`src/rtl/wcpd_pkg.sv`:
```
package wcpd_pkg;

   // Field widths fixed by the interface.
   localparam int unsigned FUNC_W  = 2;
   localparam int unsigned CNT_W   = 20;
   localparam int unsigned BW_W    = 24;
   localparam int unsigned OFS_W   = 48;
   localparam int unsigned RB_W    = 36;
   localparam int unsigned CS_W    = 31;
   localparam int unsigned RATIO_W = 16;
   localparam int unsigned SCORE_W = 48;
   localparam int unsigned STAT_W  = 3;
   localparam int unsigned PI_W    = 3;

   // Function codes of an input transaction.
   localparam logic [FUNC_W-1:0] FUNC_START = 2'd0;
   localparam logic [FUNC_W-1:0] FUNC_CAND  = 2'd1;
   localparam logic [FUNC_W-1:0] FUNC_RANGE = 2'd2;

   // Result status codes.
   localparam logic [STAT_W-1:0] ST_CHUNK    = 3'd0;
   localparam logic [STAT_W-1:0] ST_ACCEPTED = 3'd1;
   localparam logic [STAT_W-1:0] ST_REJECTED = 3'd2;
   localparam logic [STAT_W-1:0] ST_FULL     = 3'd3;
   localparam logic [STAT_W-1:0] ST_NO_PATH  = 3'd4;
   localparam logic [STAT_W-1:0] ST_TOO_LONG = 3'd5;
   localparam logic [STAT_W-1:0] ST_STARTED  = 3'd6;

   // Transfer modes.
   localparam logic [1:0] MODE_POOL   = 2'd0;
   localparam logic [1:0] MODE_DIRECT = 2'd1;
   localparam logic [1:0] MODE_RELAY  = 2'd2;
   localparam logic [1:0] MODE_ALIAS  = 2'd3;

   // Register indexes on the control port.
   localparam logic [2:0] REG_CHUNK_SIZE  = 3'd0;
   localparam logic [2:0] REG_MODE        = 3'd1;
   localparam logic [2:0] REG_MIN_CHUNKS  = 3'd2;
   localparam logic [2:0] REG_BW_FLOOR    = 3'd3;
   localparam logic [2:0] REG_RATIO_FLOOR = 3'd4;
   localparam logic [2:0] REG_DIR_D2H     = 3'd5;

   // One classified work item between the front and the back.
   typedef struct packed {
      logic [FUNC_W-1:0] func;
      logic [CNT_W-1:0]  chunk_count;
      logic              is_direct;
      logic              p2p_ok;
      logic [BW_W-1:0]   bw;
      logic [OFS_W-1:0]  src;
      logic [OFS_W-1:0]  dst;
      logic [RB_W-1:0]   range_bytes;
   } item_type;

   // Configuration seen by the back end.
   typedef struct packed {
      logic [CS_W-1:0]    chunk_size;
      logic [1:0]         mode;
      logic [CNT_W-1:0]   min_chunks;
      logic [BW_W-1:0]    bw_floor;
      logic [RATIO_W-1:0] ratio_floor;
   } cfg_type;

   // One result transaction.
   typedef struct packed {
      logic [STAT_W-1:0] status;
      logic [PI_W-1:0]   path_index;
      logic [OFS_W-1:0]  src;
      logic [OFS_W-1:0]  dst;
      logic [CS_W-1:0]   len;
      logic              last;
   } rsp_type;

endpackage

```
`src/rtl/wcpd_queue.sv`:
```
module wcpd_queue (
   input  logic               clock,
   input  logic               reset,
   input  logic               push,
   input  wcpd_pkg::item_type push_data,
   output logic               full,
   input  logic               pop,
   output logic               empty,
   output wcpd_pkg::item_type pop_data
);
   import wcpd_pkg::*;

   localparam int unsigned DEPTH = 2;
   localparam int unsigned PTR_W = $clog2(DEPTH);

   item_type           slot_ff [DEPTH];
   logic [PTR_W-1:0]   wr_ff, wr_in;
   logic [PTR_W-1:0]   rd_ff, rd_in;
   logic [PTR_W:0]     cnt_ff, cnt_in;
   logic               do_push, do_pop;

   assign full     = (cnt_ff == (PTR_W+1)'(DEPTH));
   assign empty    = (cnt_ff == '0);
   assign pop_data = slot_ff[rd_ff];
   assign do_push  = push && !full;
   assign do_pop   = pop && !empty;

   // Pointer and fill count update.
   always_comb begin
      wr_in  = wr_ff + PTR_W'(do_push);
      rd_in  = rd_ff + PTR_W'(do_pop);
      cnt_in = cnt_ff + (PTR_W+1)'(do_push) - (PTR_W+1)'(do_pop);
   end

   always_ff @(posedge clock) begin
      if (reset) begin
         wr_ff  <= '0;
         rd_ff  <= '0;
         cnt_ff <= '0;
      end else begin
         wr_ff  <= wr_in;
         rd_ff  <= rd_in;
         cnt_ff <= cnt_in;
      end
   end

   // Storage for queued items.
   always_ff @(posedge clock) begin
      if (do_push) begin
         slot_ff[wr_ff] <= push_data;
      end
   end

endmodule

```
`config.mk`:
```
export PLATFORM = sky130hd
export DESIGN_NAME = wcpd_queue
export DESIGN_NICKNAME = d
export VERILOG_FILES = /design/src/rtl/wcpd_pkg.sv /design/src/rtl/wcpd_queue.sv
export SDC_FILE = /design/constraint.sdc
export NUM_CORES = 1
export LEC_CHECK = 0
export ABC_AREA = 0
export BUFFER_PORTS_ARGS = -buffer_cell sky130_fd_sc_hd__clkbuf_2
export CAP_MARGIN = 20
export CORE_MARGIN = 5
export CORE_UTILIZATION = 35
export DETAILED_ROUTE_END_ITERATION = 10
export SLEW_MARGIN = 15
export SYNTH_ARGS = -nofsm -noshare
export SYNTH_HDL_FRONTEND = slang
export SYNTH_SLANG_ARGS = --single-unit
export TNS_END_PERCENT = 20
```
`constraint.sdc`:
```
create_clock -name clock -period 10.4 [get_ports clock]
set_clock_uncertainty 0.15 [all_clocks]
set_input_delay 2.08 -clock clock [delete_from_list [all_inputs] [get_ports clock]]
set_output_delay 2.08 -clock clock [all_outputs]
set_load 0.01 [all_outputs]
```
==> impl_metrics.json <==
{
  "status": "finished clean",
  "synth_area_per_cell_um2": 22.85,
  "drc": 0,
  "routedWlPerCell_um": 18.21,
  "clk_latency_ns": 0.52,
  "synth_seq_cells": 364,
  "fin_worst_hold_slack_ns": 0.4937,
  "grt_pass1_wl_um": 40840,
  "syn_nets": 771,
  "hpwl_um": 18540,
  "io_pins": 366,
  "drt_wl_total_um": 27550,
  "rsz0062_at_grt": "no",
  "grt_overflow": 0,
  "max_freq_mhz": 192.0,
  "cts_buffers": 38,
  "routed_via_density": 4.450,
  "crit_arrival_ns": 2.98,
  "yosysUniqueCellTypes": 15,
  "hold_viol": 0,
  "maxCapViolCount": 0,
  "max_slew.worst_pin.slew_ns": 0.9961,
  "finalMaxSlewViolations": 0,
  "vias": 6733,
  "die-width_um": 205.1,
  "fin_tns_setup_ns": 0,
  "nets": 1164,
  "period_share_pct": 50.09,
  "antenna-diode-count": 0,
  "preCtsSetupSlack_ns": 5.553,
  "grt_pass1_vias": 7227,
  "numClockSinks": 364,
  "cp.required_ns": 8.17,
  "syn-cell-area_mm2": 0.01332,
  "p_total_w": 0.004031,
  "rows": 71,
  "slew_headroom_pct": 33.59,
  "grt_use_total_pct": 12.65,
  "crit_family": "buffers and inverters",
  "yosysWarnings": 0,
  "cts_hold_buf": 0,
  "cpMaxStageDelayCell": "dfxtp_4",
  "first_pass_iters": 4,
  "cp_num_buf_inv": 2,
  "ys_seq_area_share_pct": 81.74,
  "die_h_um": 205.1,
  "drive_above_1_share_pct": 60.78,
  "min_period_ns": 5.209,
  "postCtsSetupBuffers": 0,
  "grt_max_degree": 73,
  "dr.first_iter.drc_count": 231,
  "crit_type": "flop to primary output",
  "final_cells": 1513,
  "core_area_mm2": 0.03767,
  "die_area_mm2": 0.04207,
  "root_buffer": "clkbuf_16",
  "worst_slack_ns": 5.191,
  "start_util_pct": 35.37,
  "cp-end-kind": "primary output",
  "portBuffers": 365,
  "place_congestion": 0.7473,
  "cts_tree": "yes",
  "clk_path_buf_depth": 3,
  "setup_viol": 0,
  "antenna_found_initial": 2,
  "max-vdd-ir-drop_uv": 131.8,
  "syn_inst": 583,
  "cp_max_fo": 72,
  "dp_cells": 1447,
  "power_leakage_nw": 6.261,
  "htree_levels": 2,
  "worst_path_largest_cell_delay_ns": 0.92,
  "startpoint_type": "flop",
  "clkSlewWorstSetupHoldPaths_ns": 0.05,
  "fillers": 3386,
  "final_antenna_net_count": 0,
  "cts.repair.resized": 0,
  "area_growth_pct": 25.76,
  "power.density_mw_per_mm2": 240.6,
  "path_cells": "buf_4 -> mux2_2 -> clkbuf_2",
  "hold_class": "flop to flop"
}
power by group:
part           leakage [nW]  switching, W  internal (W)
clock network         0.564      0.000518      0.000713
registers              3.40     0.0000672       0.00186
logic                  2.30      0.000480      0.000391
total                  6.26       0.00106       0.00297
state kept, by name, summed over array words and instances (netlist names):
signal / flops
rd_ff: 1
cnt_ff: 2
slot_ff: 360
wr_ff: 1
tightest hold or removal path, cell delays in order (launching register included):
cell and delay, ns:
dfxtp_1 0.36, ha_1 0.14, nor2b_1 0.11
through the flow:
| stage | cell area [um^2] | util (%) |
|---|---|---|
| finish | 16750 | 44.48 |
| global route | 16750 | 44.48 |
| CTS | 16750 | 44.48 |
| detailed placement | 15620 | 41.47 |
| global placement | 15620 | 41.47 |
| floorplan | 13320 | - |
layout make-up:
cell class	instances	area, um^2	share of cell area [%]
multi-input combinational	196	2187	13.05
tap	511	639.4	3.816
clock buffer	48	1052	6.280
inverter	3	11.26	0.06721
timing repair buffer	373	1887	11.26
sequential	364	10890	65.02
clock inverter	18	83.83	0.5003
cells by family (layout without fill, tap and decap cells):
| group | count (synthesis) | after routing | synth area share [%] |
|---|---|---|---|
| AND/OR/NAND/NOR | 9 | 9 | 0.3287 |
| XOR/XNOR | 1 | 1 | 0.1690 |
| multiplexers | 181 | 181 | 15.30 |
| adder cells (fa/ha/maj) | 4 | 4 | 0.3757 |
| flip-flops | 364 | 364 | 81.74 |
| buffers and inverters | 23 | 442 | 2.029 |
| AO/OA/AOI/OAI | 1 | 1 | 0.05637 |
synthesized netlist by cell type:
library cell  number  share of area [%]
inv_1              3              0.085
o21a_1             1              0.056
buf_6              9               0.76
nand2_1            1              0.028
buf_12             1               0.15
clkbuf_8          10                1.0
nor2b_1            2              0.094
edfxtp_1         360                 81
dfxtp_1            4               0.60
xnor3_1            1               0.17
nor2_1             4               0.11
mux2_2           181                 15
ha_1               4               0.38
and2_1             1              0.047
nand2b_1           1              0.047
worst paths after layout:
path                                start              end  slack (ns)  cells past startpoint
worst max-delay path                rd_ff    pop_data[111]        5.19                      3
worst min-delay path            cnt_ff[0]        cnt_ff[0]        0.49                      2
worst max register to register  cnt_ff[0]  slot_ff[1][137]        7.27                      5
worst min register to register  cnt_ff[0]        cnt_ff[0]        0.49                      2
cell usage in the layout, fill, tap and decap left out, drive strengths merged:
cell      Yosys  routed
clkinv        0      17
o21a          1       1
nor2          4       4
dfxtp         4       4
nor2b         2       2
clkbuf       10     413
nand2         1       1
nand2b        1       1
inv           3       3
edfxtp      360     360
and2          1       1
mux2        181     181
ha            4       4
clkinvlp      0       1
xnor3         1       1
buf          10       8
layer usage:
metal	share of wire, %	up-vias	global-route usage [%]
li1	-	3106	-
met1	37	3340	14.01
met2	50	240	21.51
met3	10	43	5.588
met4	2.4	4	4.833
met5	0.12	-	0
Note: power is estimated with default switching activity, not from simulation.
