`src/rtl/wcpd_pkg.sv`:
```
package wcpd_pkg;

   // Field widths fixed by the interface.
   localparam int unsigned FUNC_W  = 2;
   localparam int unsigned CNT_W   = 20;
   localparam int unsigned BW_W    = 24;
   localparam int unsigned OFS_W   = 48;
   localparam int unsigned RB_W    = 36;
   localparam int unsigned CS_W    = 31;
   localparam int unsigned RATIO_W = 16;
   localparam int unsigned SCORE_W = 48;
   localparam int unsigned STAT_W  = 3;
   localparam int unsigned PI_W    = 3;

   // Function codes of an input transaction.
   localparam logic [FUNC_W-1:0] FUNC_START = 2'd0;
   localparam logic [FUNC_W-1:0] FUNC_CAND  = 2'd1;
   localparam logic [FUNC_W-1:0] FUNC_RANGE = 2'd2;

   // Result status codes.
   localparam logic [STAT_W-1:0] ST_CHUNK    = 3'd0;
   localparam logic [STAT_W-1:0] ST_ACCEPTED = 3'd1;
   localparam logic [STAT_W-1:0] ST_REJECTED = 3'd2;
   localparam logic [STAT_W-1:0] ST_FULL     = 3'd3;
   localparam logic [STAT_W-1:0] ST_NO_PATH  = 3'd4;
   localparam logic [STAT_W-1:0] ST_TOO_LONG = 3'd5;
   localparam logic [STAT_W-1:0] ST_STARTED  = 3'd6;

   // Transfer modes.
   localparam logic [1:0] MODE_POOL   = 2'd0;
   localparam logic [1:0] MODE_DIRECT = 2'd1;
   localparam logic [1:0] MODE_RELAY  = 2'd2;
   localparam logic [1:0] MODE_ALIAS  = 2'd3;

   // Register indexes on the control port.
   localparam logic [2:0] REG_CHUNK_SIZE  = 3'd0;
   localparam logic [2:0] REG_MODE        = 3'd1;
   localparam logic [2:0] REG_MIN_CHUNKS  = 3'd2;
   localparam logic [2:0] REG_BW_FLOOR    = 3'd3;
   localparam logic [2:0] REG_RATIO_FLOOR = 3'd4;
   localparam logic [2:0] REG_DIR_D2H     = 3'd5;

   // One classified work item between the front and the back.
   typedef struct packed {
      logic [FUNC_W-1:0] func;
      logic [CNT_W-1:0]  chunk_count;
      logic              is_direct;
      logic              p2p_ok;
      logic [BW_W-1:0]   bw;
      logic [OFS_W-1:0]  src;
      logic [OFS_W-1:0]  dst;
      logic [RB_W-1:0]   range_bytes;
   } item_type;

   // Configuration seen by the back end.
   typedef struct packed {
      logic [CS_W-1:0]    chunk_size;
      logic [1:0]         mode;
      logic [CNT_W-1:0]   min_chunks;
      logic [BW_W-1:0]    bw_floor;
      logic [RATIO_W-1:0] ratio_floor;
   } cfg_type;

   // One result transaction.
   typedef struct packed {
      logic [STAT_W-1:0] status;
      logic [PI_W-1:0]   path_index;
      logic [OFS_W-1:0]  src;
      logic [OFS_W-1:0]  dst;
      logic [CS_W-1:0]   len;
      logic              last;
   } rsp_type;

endpackage

```
`src/rtl/wcpd_front.sv`:
```
module wcpd_front (
   input  logic                        req_push,
   output logic                        req_full,
   input  logic [1:0]                  req_func,
   input  logic [19:0]                 req_plan_chunk_count,
   input  logic                        req_cand_is_direct,
   input  logic                        req_cand_p2p_ok,
   input  logic [23:0]                 req_cand_bw_h2d,
   input  logic [23:0]                 req_cand_bw_d2h,
   input  logic [47:0]                 req_src_offset,
   input  logic [47:0]                 req_dst_offset,
   input  logic [35:0]                 req_range_bytes,
   input  logic                        dir_d2h,
   input  logic                        q_full,
   output logic                        q_push,
   output wcpd_pkg::item_type          q_data
);
   import wcpd_pkg::*;

   logic keep;

   // Drop transactions that give no result: unknown functions and empty ranges.
   always_comb begin
      case (req_func)
         FUNC_START: keep = 1'b1;
         FUNC_CAND:  keep = 1'b1;
         FUNC_RANGE: keep = (req_range_bytes != '0);
         default:    keep = 1'b0;
      endcase
   end

   assign req_full = q_full;
   assign q_push   = req_push && !q_full && keep;

   // Pick the bandwidth for the transfer direction; device to host falls back.
   always_comb begin
      q_data.func        = req_func;
      q_data.chunk_count = req_plan_chunk_count;
      q_data.is_direct   = req_cand_is_direct;
      q_data.p2p_ok      = req_cand_p2p_ok;
      q_data.bw          = (dir_d2h && req_cand_bw_d2h != '0) ? req_cand_bw_d2h
                                                               : req_cand_bw_h2d;
      q_data.src         = req_src_offset;
      q_data.dst         = req_dst_offset;
      q_data.range_bytes = req_range_bytes;
   end

endmodule

```
`config.mk`:
```
export PLATFORM = sky130hd
export DESIGN_NAME = wcpd_front
export DESIGN_NICKNAME = d
export VERILOG_FILES = /design/src/rtl/wcpd_pkg.sv /design/src/rtl/wcpd_front.sv
export SDC_FILE = /design/constraint.sdc
export NUM_CORES = 1
export LEC_CHECK = 0
export BUFFER_PORTS_ARGS = -buffer_cell sky130_fd_sc_hd__buf_4
export CORE_AREA = 3 3 150 152
export DETAILED_ROUTE_END_ITERATION = 10
export DIE_AREA = 0 0 153 155
export GPL_TIMING_DRIVEN = 0
export MAX_ROUTING_LAYER = met4
export RECOVER_POWER = 100
export SETUP_SLACK_MARGIN = 0.5
export SYNTH_ARGS = -nofsm -noshare
export SYNTH_HDL_FRONTEND = slang
export SYNTH_SLANG_ARGS = --single-unit
```
`constraint.sdc`:
```
create_clock -name vclk -period 1.8
set_clock_uncertainty 0.05 [all_clocks]
set_input_delay 0.36 -clock vclk [all_inputs]
set_output_delay 0.36 -clock vclk [all_outputs]
set_load 0.005 [all_outputs]
```
==> results_dict.tcl, run 1 <==
set metrics [dict create \
    p_switching_mw 0.3288 \
    worst_setup_path_end_kind "output pin" \
    n_antenna_cell 0 \
    initial_core_util_pct 9.387 \
    synthToLayoutAreaGrowth_pct 138.8 \
    vias 2750 \
    p_per_area_nw_per_um2 207.8 \
    timing.final.crit_share_pct 106.5 \
    nClkBuffers 0 \
    wl_per_cell_um 12.28 \
    vdd_drop_max_mv 0.08832 \
    m1WireLength_um 3641 \
    final_cell_area_um2 4741 \
    synth_nets 486 \
    max_cap_violations 0 \
    antenna_found_initial 0 \
    p_clk_share_pct 0 \
    drt_iter0_drc 43 \
    via_per_inst 3.305 \
    synth_cell_types 20 \
    gr-total-overflow 0 \
    required_ps 1390 \
    met3_length_um 926 \
    status "finished, violations left" \
    critPathKind "in2out" \
    seq_cells 0 \
    die_area_um2 23720 \
    p_int_mw 0.6565 \
    ant_nets 0 \
    seqPwrFrac_pct 0 \
    fp-row-count 53 \
    report.final.hold_viol_count 0 \
    violations "negative setup slack" \
    synth_top_family_by_area "buffers and inverters" \
    drive_above_1_share_pct 83.30 \
    holdCritPathClass "in2out" \
    tns_ps -1764 \
    die_y_um 155 \
    crit_arrival_ps 1510 \
    grt_setup_unrepaired "yes" \
    synthMuxAreaShare_pct 4.033 \
    place_hpwl_um 9363 \
    grt_pass1_wl_um 14680 \
    top_layer_used "met4" \
    fin_crit_ps 1918 \
    core_um2 21150 \
    slew_headroom_pct 69.58 \
    ys_seq_area_share_pct 0 \
    grtUsageTotal_pct 7.617 \
    fmax_ghz 0.5214 \
    wl_met2_um 5549 \
    critPathLaunchType "primary input" \
    drc 0 \
    crit_fanout 10 \
    syn-cell-area_um2 1986 \
    hold_start "req_src_offset[32]" \
    ios 389 \
    slew_violations 0 \
    io_buffers 270 \
    dr.pass1.iters 4 \
    worstHoldPathCells 2 \
    die_x_um 153 \
    gp_congestion 0.8242 \
    synth_xor_area_share_pct 0 \
    finalNetCount 766 \
    power_leakage_nw 2.369 \
    hold_end "q_data[116]" \
    drt_wl_total_um 10220 \
    grt_pass1_vias 2788 \
    synthCells 279 \
    seq_area_um2 0 \
    grt_max_degree 11 \
    combinationalPowerShare_pct 100.0 \
    worstMarginPinSlew_ps 456.3 \
    switching_share_pct 33.37 \
    synth-compound-area-share_pct 13.67 \
    place_area_um2 4498 \
    yosys.area_share.simple_pct 16.70 \
    synthAdderAreaFrac_pct 0 \
    avgSynthCellArea_um2 7.117 \
    setup_violations 24 \
    yosys_warnings 0 \
    setup_ws_ps -117.9 \
]
cell families after synthesis:
kind of cell | after synthesis
muxes | 8
and+or+nand+nor | 60
AOI/OAI and AO/OA | 26
buffers and inverters | 185
Yosys cell counts:
| library cell | n | area (µm²) |
|---|---|---|
| buf_4 | 158 | 1186 |
| nand3_1 | 24 | 120.1 |
| inv_1 | 17 | 63.81 |
| nand2_1 | 17 | 63.81 |
| o221ai_2 | 12 | 180.2 |
| nor4_1 | 11 | 68.82 |
| mux2i_1 | 8 | 80.08 |
| o21ai_1 | 8 | 40.04 |
| buf_2 | 6 | 30.03 |
| o221ai_1 | 4 | 35.03 |
| nand4_1 | 3 | 18.77 |
| clkbuf_1 | 2 | 7.510 |
| nor4_4 | 2 | 42.54 |
| a211oi_1 | 1 | 7.510 |
| buf_1 | 1 | 3.750 |
| buf_6 | 1 | 11.26 |
| nor2_1 | 1 | 3.750 |
| nor3_1 | 1 | 5.000 |
| nor4b_1 | 1 | 8.760 |
| o31a_1 | 1 | 8.760 |
cell usage in the layout, fill, tap and decap left out, types with 2 or more instances in the layout:
| master | synthesis | layout |
|---|---|---|
| nor4_2 | 0 | 3 |
| nand3_1 | 24 | 21 |
| clkbuf_4 | 0 | 141 |
| o221ai_4 | 0 | 4 |
| mux2i_1 | 8 | 8 |
| buf_8 | 0 | 4 |
| o21ai_2 | 0 | 8 |
| o221ai_1 | 4 | 3 |
| buf_4 | 158 | 255 |
| nand3_2 | 0 | 3 |
| nand4_1 | 3 | 3 |
| buf_12 | 0 | 2 |
| inv_1 | 17 | 17 |
| nand2_1 | 17 | 17 |
| nor4_4 | 2 | 9 |
| buf_2 | 6 | 3 |
| clkbuf_1 | 2 | 19 |
| o221ai_2 | 12 | 9 |
| buf_6 | 1 | 21 |
metal layers:
metal | vias up | global-route usage (%)
met5 | - | -
met4 | 0 | 0.7213
met3 | 5 | 1.168
met2 | 199 | 14.37
met1 | 1207 | 8.853
li1 | 1339 | -
power by group through the flow:
stage	Clock, mW	Combinational, mW	Sequential, mW
6_report	0	0.985	0
5_1_grt	0	1.06	0
4_1_cts	0	1.02	0
3_5_place_dp	0	0.983	0
3_3_place_gp	0	0.978	0
2_1_floorplan	0	0.402	0
worst max-delay path by stage:
stage	startpoint	to	slack, ps
final	req_cand_bw_d2h[10]	q_data[136]	-120
after global routing	req_cand_bw_d2h[15]	q_data[136]	-190
after CTS	req_cand_bw_d2h[18]	q_data[136]	-130
after detailed placement	req_cand_bw_d2h[15]	q_data[136]	-390
after global placement	req_cand_bw_d2h[15]	q_data[136]	-350
after floorplan	req_cand_bw_d2h[20]	q_data[153]	190
final cells by class:
| cell class | count | area, µm² |
|---|---|---|
| inverters | 17 | 63.81 |
| multi-input cells | 94 | 909.6 |
| repair buffers | 278 | 2137 |
| fillers | 2366 | 16410 |
| plain buffers | 168 | 1286 |
| well taps | 275 | 344.1 |
metrics by stage:
stage	hold WS, ps	util (%)	power, mW	worst slack (ps)	cells
6_report	842.7	22.41	0.9853	-117.9	832
2_1_floorplan	750.8	-	0.4016	191.5	279
5_1_grt	859.8	22.41	1.062	-194.1	832
3_3_place_gp	836.1	21.26	0.9780	-346.9	824
4_1_cts	836.5	22.43	1.024	-128.3	832
3_5_place_dp	836.3	21.26	0.9831	-385.1	824
critical path: stages:
cell      delay (ps)
buf_4            120
nor4_4           270
buf_6            170
buf_8            140
nand3_1          120
o221ai_4         190
buf_6            120
what timing repair did:
action	CTS	global route
hold endpoints to repair	0	0
pin swaps	13	11
resized for setup	36	12
endpoints found under the setup margin	25	25
gates cloned	2	0
hold buffers	0	0
setup buffers	6	0
Power figures use the tool's default switching activity.
==> run 2, diff against run 1 <==
==> constraint.sdc (replaced) <==
create_clock -name vclk -period 1.7
set_clock_uncertainty 0.05 [all_clocks]
set_input_delay 0.34 -clock vclk [all_inputs]
set_output_delay 0.34 -clock vclk [all_outputs]
set_load 0.005 [all_outputs]
==> run 2 against run 1 <==
Against the previous run:
- the run still ends with negative setup slack left
- clock-buffer cell count did not move
- worst setup slack got worse by 60 ps
- critical path type unchanged
- core utilization hardly changed
- critical endpoint unchanged
- largest cell class unchanged
==> results_dict.tcl, run 2 (synthesis gave the netlist of run 1 again) <==
set metrics [dict create \
    grt_max_degree 11 \
    initial_core_util_pct 9.387 \
    final_util_pct 22.43 \
    grt_setup_unrepaired "yes" \
    die_x_um 153 \
    required_ps 1310 \
    setup_violations 24 \
    io_buffers 270 \
    crit_arrival_ps 1490 \
    fmax_ghz 0.5325 \
    grt_pass1_wl_um 14680 \
    core_um2 21150 \
    antenna_found_initial 0 \
    ant_nets 0 \
    drt_iter0_drc 43 \
    vias 2745 \
    status "finished, violations left" \
    final_cell_area_um2 4745 \
    setup_ws_ps -177.9 \
    final_cell_mix "buf_4 (256), clkbuf_4 (141), buf_6 (21), nand3_1 (21), clkbuf_1 (18)" \
    p_per_area_nw_per_um2 220.2 \
    ctsHoldBuffers 0 \
    gr-total-overflow 0 \
    violations "negative setup slack" \
    drt_wl_total_um 10230 \
    die_area_um2 23720 \
    drc 0 \
    critPathLaunchType "primary input" \
    final_common_cell "buf_4" \
    fp-row-count 53 \
    fin_crit_ps 1878 \
    report.final.hold_viol_count 0 \
    seq_area_um2 0 \
    critPathKind "in2out" \
    drive_above_1_share_pct 83.48 \
    place_area_um2 4498 \
    n_antenna_cell 0 \
    place_hpwl_um 9363 \
    wl_per_cell_um 12.29 \
    holdCritPathClass "in2out" \
    worstMarginPinSlew_ps 456.3 \
    via_per_inst 3.299 \
    worst_setup_path_end_kind "output pin" \
    dr.pass1.iters 4 \
    gp_congestion 0.8242 \
    synthToLayoutAreaGrowth_pct 138.9 \
    power_leakage_nw 2.373 \
    nClkBuffers 0 \
    tns_ps -3204 \
    slew_violations 0 \
    grt_pass1_vias 2788 \
    slew_headroom_pct 69.58 \
    max_cap_violations 0 \
    seq_cells 0 \
    grtUsageTotal_pct 7.617 \
    finalNetCount 766 \
    die_y_um 155 \
    crit_fanout 10 \
    vdd_drop_max_mv 0.09351 \
    timing.final.crit_share_pct 110.5 \
    ios 389 \
    finalPower_mw 1.045 \
]
==> run 2: cell types whose count changed in the layout (fill, tap and decap cells not counted), sizes merged <==
cell	delta
buf	+1
clkbuf	-1
==> run 2: final cells by class <==
| type | instances | area, µm² |
|---|---|---|
| Multi-Input combinational cell | 94 | 909.6 |
| Timing Repair Buffer | 278 | 2141 |
| Tap cell | 275 | 344.1 |
| Buffer | 168 | 1286 |
| Fill cell | 2367 | 16410 |
| Inverter | 17 | 63.81 |
==> run 2: what timing repair did <==
| action | 4_1_cts | 5_1_grt |
|---|---|---|
| pin swaps | 13 | 11 |
| setup buffers | 6 | 0 |
| gates cloned | 2 | 0 |
| gates resized for setup | 36 | 12 |
| endpoints found under the setup margin | 25 | 25 |
==> run 2: power by group <==
part           leakage (nW)  internal [mW]  switching [mW]  total, mW
clock network             0              0               0          0
registers                 0              0               0          0
logic                  2.37          0.696           0.349       1.04
total                  2.37          0.696           0.349       1.04
==> run 2: per-layer routing <==
layer,up-vias,track usage [%],part of all wire (%)
li1,1339,-,-
met3,5,1.168,8.8
met4,0,0.7213,1.0
met1,1204,8.853,36
met5,-,-,0
met2,197,14.37,54
==> run 2: worst paths after layout <==
check / end / from / cells after the start
setup / recovery: q_data[136] / req_cand_bw_d2h[10] / 7
hold / removal: q_data[116] / req_src_offset[32] / 2
==> run 2: per-stage QoR <==
step | hold slack (ps) | cells | worst slack, ps
after floorplan | 710.8 | 279 | 131.5
final | 802.7 | 832 | -177.9
after detailed placement | 796.3 | 824 | -445.1
after global placement | 796.1 | 824 | -406.9
after CTS | 796.5 | 832 | -188.3
after global routing | 819.8 | 832 | -254.1
==> run 2: critical path, stage by stage <==
cell and delay [ps]:
buf_4 120, nor4_4 270, buf_6 170, buf_8 140, nand3_1 120, o221ai_4 190
buf_6 120
==> run 3, diff against run 2 <==
--- a/config.mk
+++ b/config.mk
@@ -11,8 +11,8 @@
 export DIE_AREA = 0 0 153 155
 export GPL_TIMING_DRIVEN = 0
 export MAX_ROUTING_LAYER = met4
-export RECOVER_POWER = 100
 export SETUP_SLACK_MARGIN = 0.5
 export SYNTH_ARGS = -nofsm -noshare
 export SYNTH_HDL_FRONTEND = slang
 export SYNTH_SLANG_ARGS = --single-unit
+export TNS_END_PERCENT = 100
==> run 3 against run 2 <==
Against the previous run:
- the run still ends with negative setup slack left
- combinational power rose by 4%
- non-clock buffer count did not move
- global-route usage did not move
- largest cell class unchanged
==> results_dict.tcl, run 3 (synthesis gave the netlist of run 1 again) <==
set metrics [dict create \
    status "finished, violations left" \
    violations "negative setup slack" \
    required_ps 1310 \
    io_buffers 270 \
    die_x_um 153 \
    wl_met2_um 5640 \
    setup_violations 24 \
    crit_start "req_cand_bw_d2h[0]" \
    met3_length_um 886 \
    grtUsageTotal_pct 7.617 \
    combinationalPowerShare_pct 100.0 \
    max_cap_violations 0 \
    p_switching_mw 0.3535 \
    die_area_um2 23720 \
    fmax_ghz 0.5325 \
    core_um2 21150 \
    p_per_area_nw_per_um2 225.0 \
    setup_ws_ps -178.1 \
    path_delay_family "buffers and inverters" \
    synthToLayoutAreaGrowth_pct 142.0 \
    worst_setup_path_end_kind "output pin" \
    path_cells "buf_4, nor4_4, nand4_1, buf_6, buf_12, o221ai_4, buf_6" \
    grt_max_degree 11 \
    grt_pass1_vias 2788 \
    final_common_cell "buf_4" \
    m1WireLength_um 3731 \
    multi_input_area_um2 909.6 \
    switching_share_pct 32.69 \
    hold_start "req_src_offset[14]" \
    fin_hold_ws_ps 795.6 \
    dr.pass1.iters 4 \
    die_y_um 155 \
    p_int_mw 0.7277 \
    slew_headroom_pct 69.02 \
    drt_iter0_drc 65 \
    tns_ps -3181 \
    n_antenna_cell 0 \
    slew_violations 0 \
    gp_congestion 0.8242 \
    finalNetCount 766 \
    worstMarginPinSlew_ps 464.7 \
    wl_per_cell_um 12.45 \
    path_common_cell "buf_6" \
    crit_path_top_delay_cell "nor4_4" \
    seqPwrFrac_pct 0 \
    crit_fanout 7 \
    power_leakage_nw 2.460 \
    p_clk_share_pct 0 \
    placed_cells 824 \
    crit_path_max_incr_delay_ps 250 \
    fp-row-count 53 \
    report.final.hold_viol_count 0 \
    worstHoldPathCells 2 \
    holdCritPathClass "in2out" \
    vdd_drop_max_mv 0.09324 \
    critPathKind "in2out" \
    hold_end "q_data[98]" \
    ios 389 \
    top_layer_used "met4" \
    fin_cells 832 \
    final_cell_mix "buf_4 (413), buf_6 (21), nand3_1 (21)" \
    via_per_inst 3.298 \
    critPathLaunchType "primary input" \
    vias 2744 \
    nFillCells 2352 \
    fin_crit_ps 1878 \
    drc 0 \
    gr-total-overflow 0 \
    nClkBuffers 0 \
    place_hpwl_um 9363 \
    grt_pass1_wl_um 14680 \
    antenna_found_initial 0 \
    crit_buf_inv 4 \
    seq_cells 0 \
    initial_core_util_pct 9.387 \
    drt_wl_total_um 10360 \
    timing.final.crit_share_pct 110.5 \
    grt_setup_unrepaired "yes" \
    drive_above_1_share_pct 86.36 \
    crit_arrival_ps 1490 \
    ant_nets 0 \
    seq_area_um2 0 \
    ctsHoldBuffers 0 \
]
==> run 3: changes by cell type in the layout (fill, tap and decap cells not counted), sizes merged <==
cell / delta
clkbuf: -157
buf: +157
==> run 3: cell type report <==
cell class	count	share of cell area, %
Inverter	17	1.328
Multi-Input combinational cell	94	18.93
Timing Repair Buffer	278	45.81
Buffer	168	26.77
Tap cell	275	7.161
==> run 3: layer usage <==
metal  up-vias  track usage [%]
li1       1339                -
met1      1209            8.853
met2       191            14.37
met3         5            1.168
met4         0           0.7213
met5         -                -
==> run 3: power groups by stage <==
| stage | clock, mW | combinational [mW] | sequential [mW] |
|---|---|---|---|
| 3_3_place_gp | 0 | 1.04 | 0 |
| 6_report | 0 | 1.08 | 0 |
| 2_1_floorplan | 0 | 0.425 | 0 |
| 5_1_grt | 0 | 1.16 | 0 |
| 4_1_cts | 0 | 1.08 | 0 |
| 3_5_place_dp | 0 | 1.04 | 0 |
==> run 3: worst max-delay path by stage <==
stage,endpoint,slack [ps],depth (start not counted)
after global placement,q_data[136],-410,6
after floorplan,q_data[153],130,4
final,q_data[151],-180,7
after CTS,q_data[136],-190,7
after global routing,q_data[136],-250,7
after detailed placement,q_data[136],-450,6
==> run 3: timing repair <==
item,4_1_cts,5_1_grt
pin swaps,13,11
cloned,2,0
gates resized for setup,36,12
setup buffers,6,0
endpoints found under the setup margin,25,25
==> run 3: per-stage QoR <==
step                      setup slack, ps  area, µm²  utilization (%)  power, mW
after floorplan                     131.5       2127                -     0.4253
final                              -178.1       4805            22.71      1.081
after detailed placement           -445.1       4498            21.26      1.041
after global placement             -406.9       4498            21.26      1.036
after CTS                          -188.3       4745            22.43      1.084
after global routing               -254.1       4805            22.71      1.161
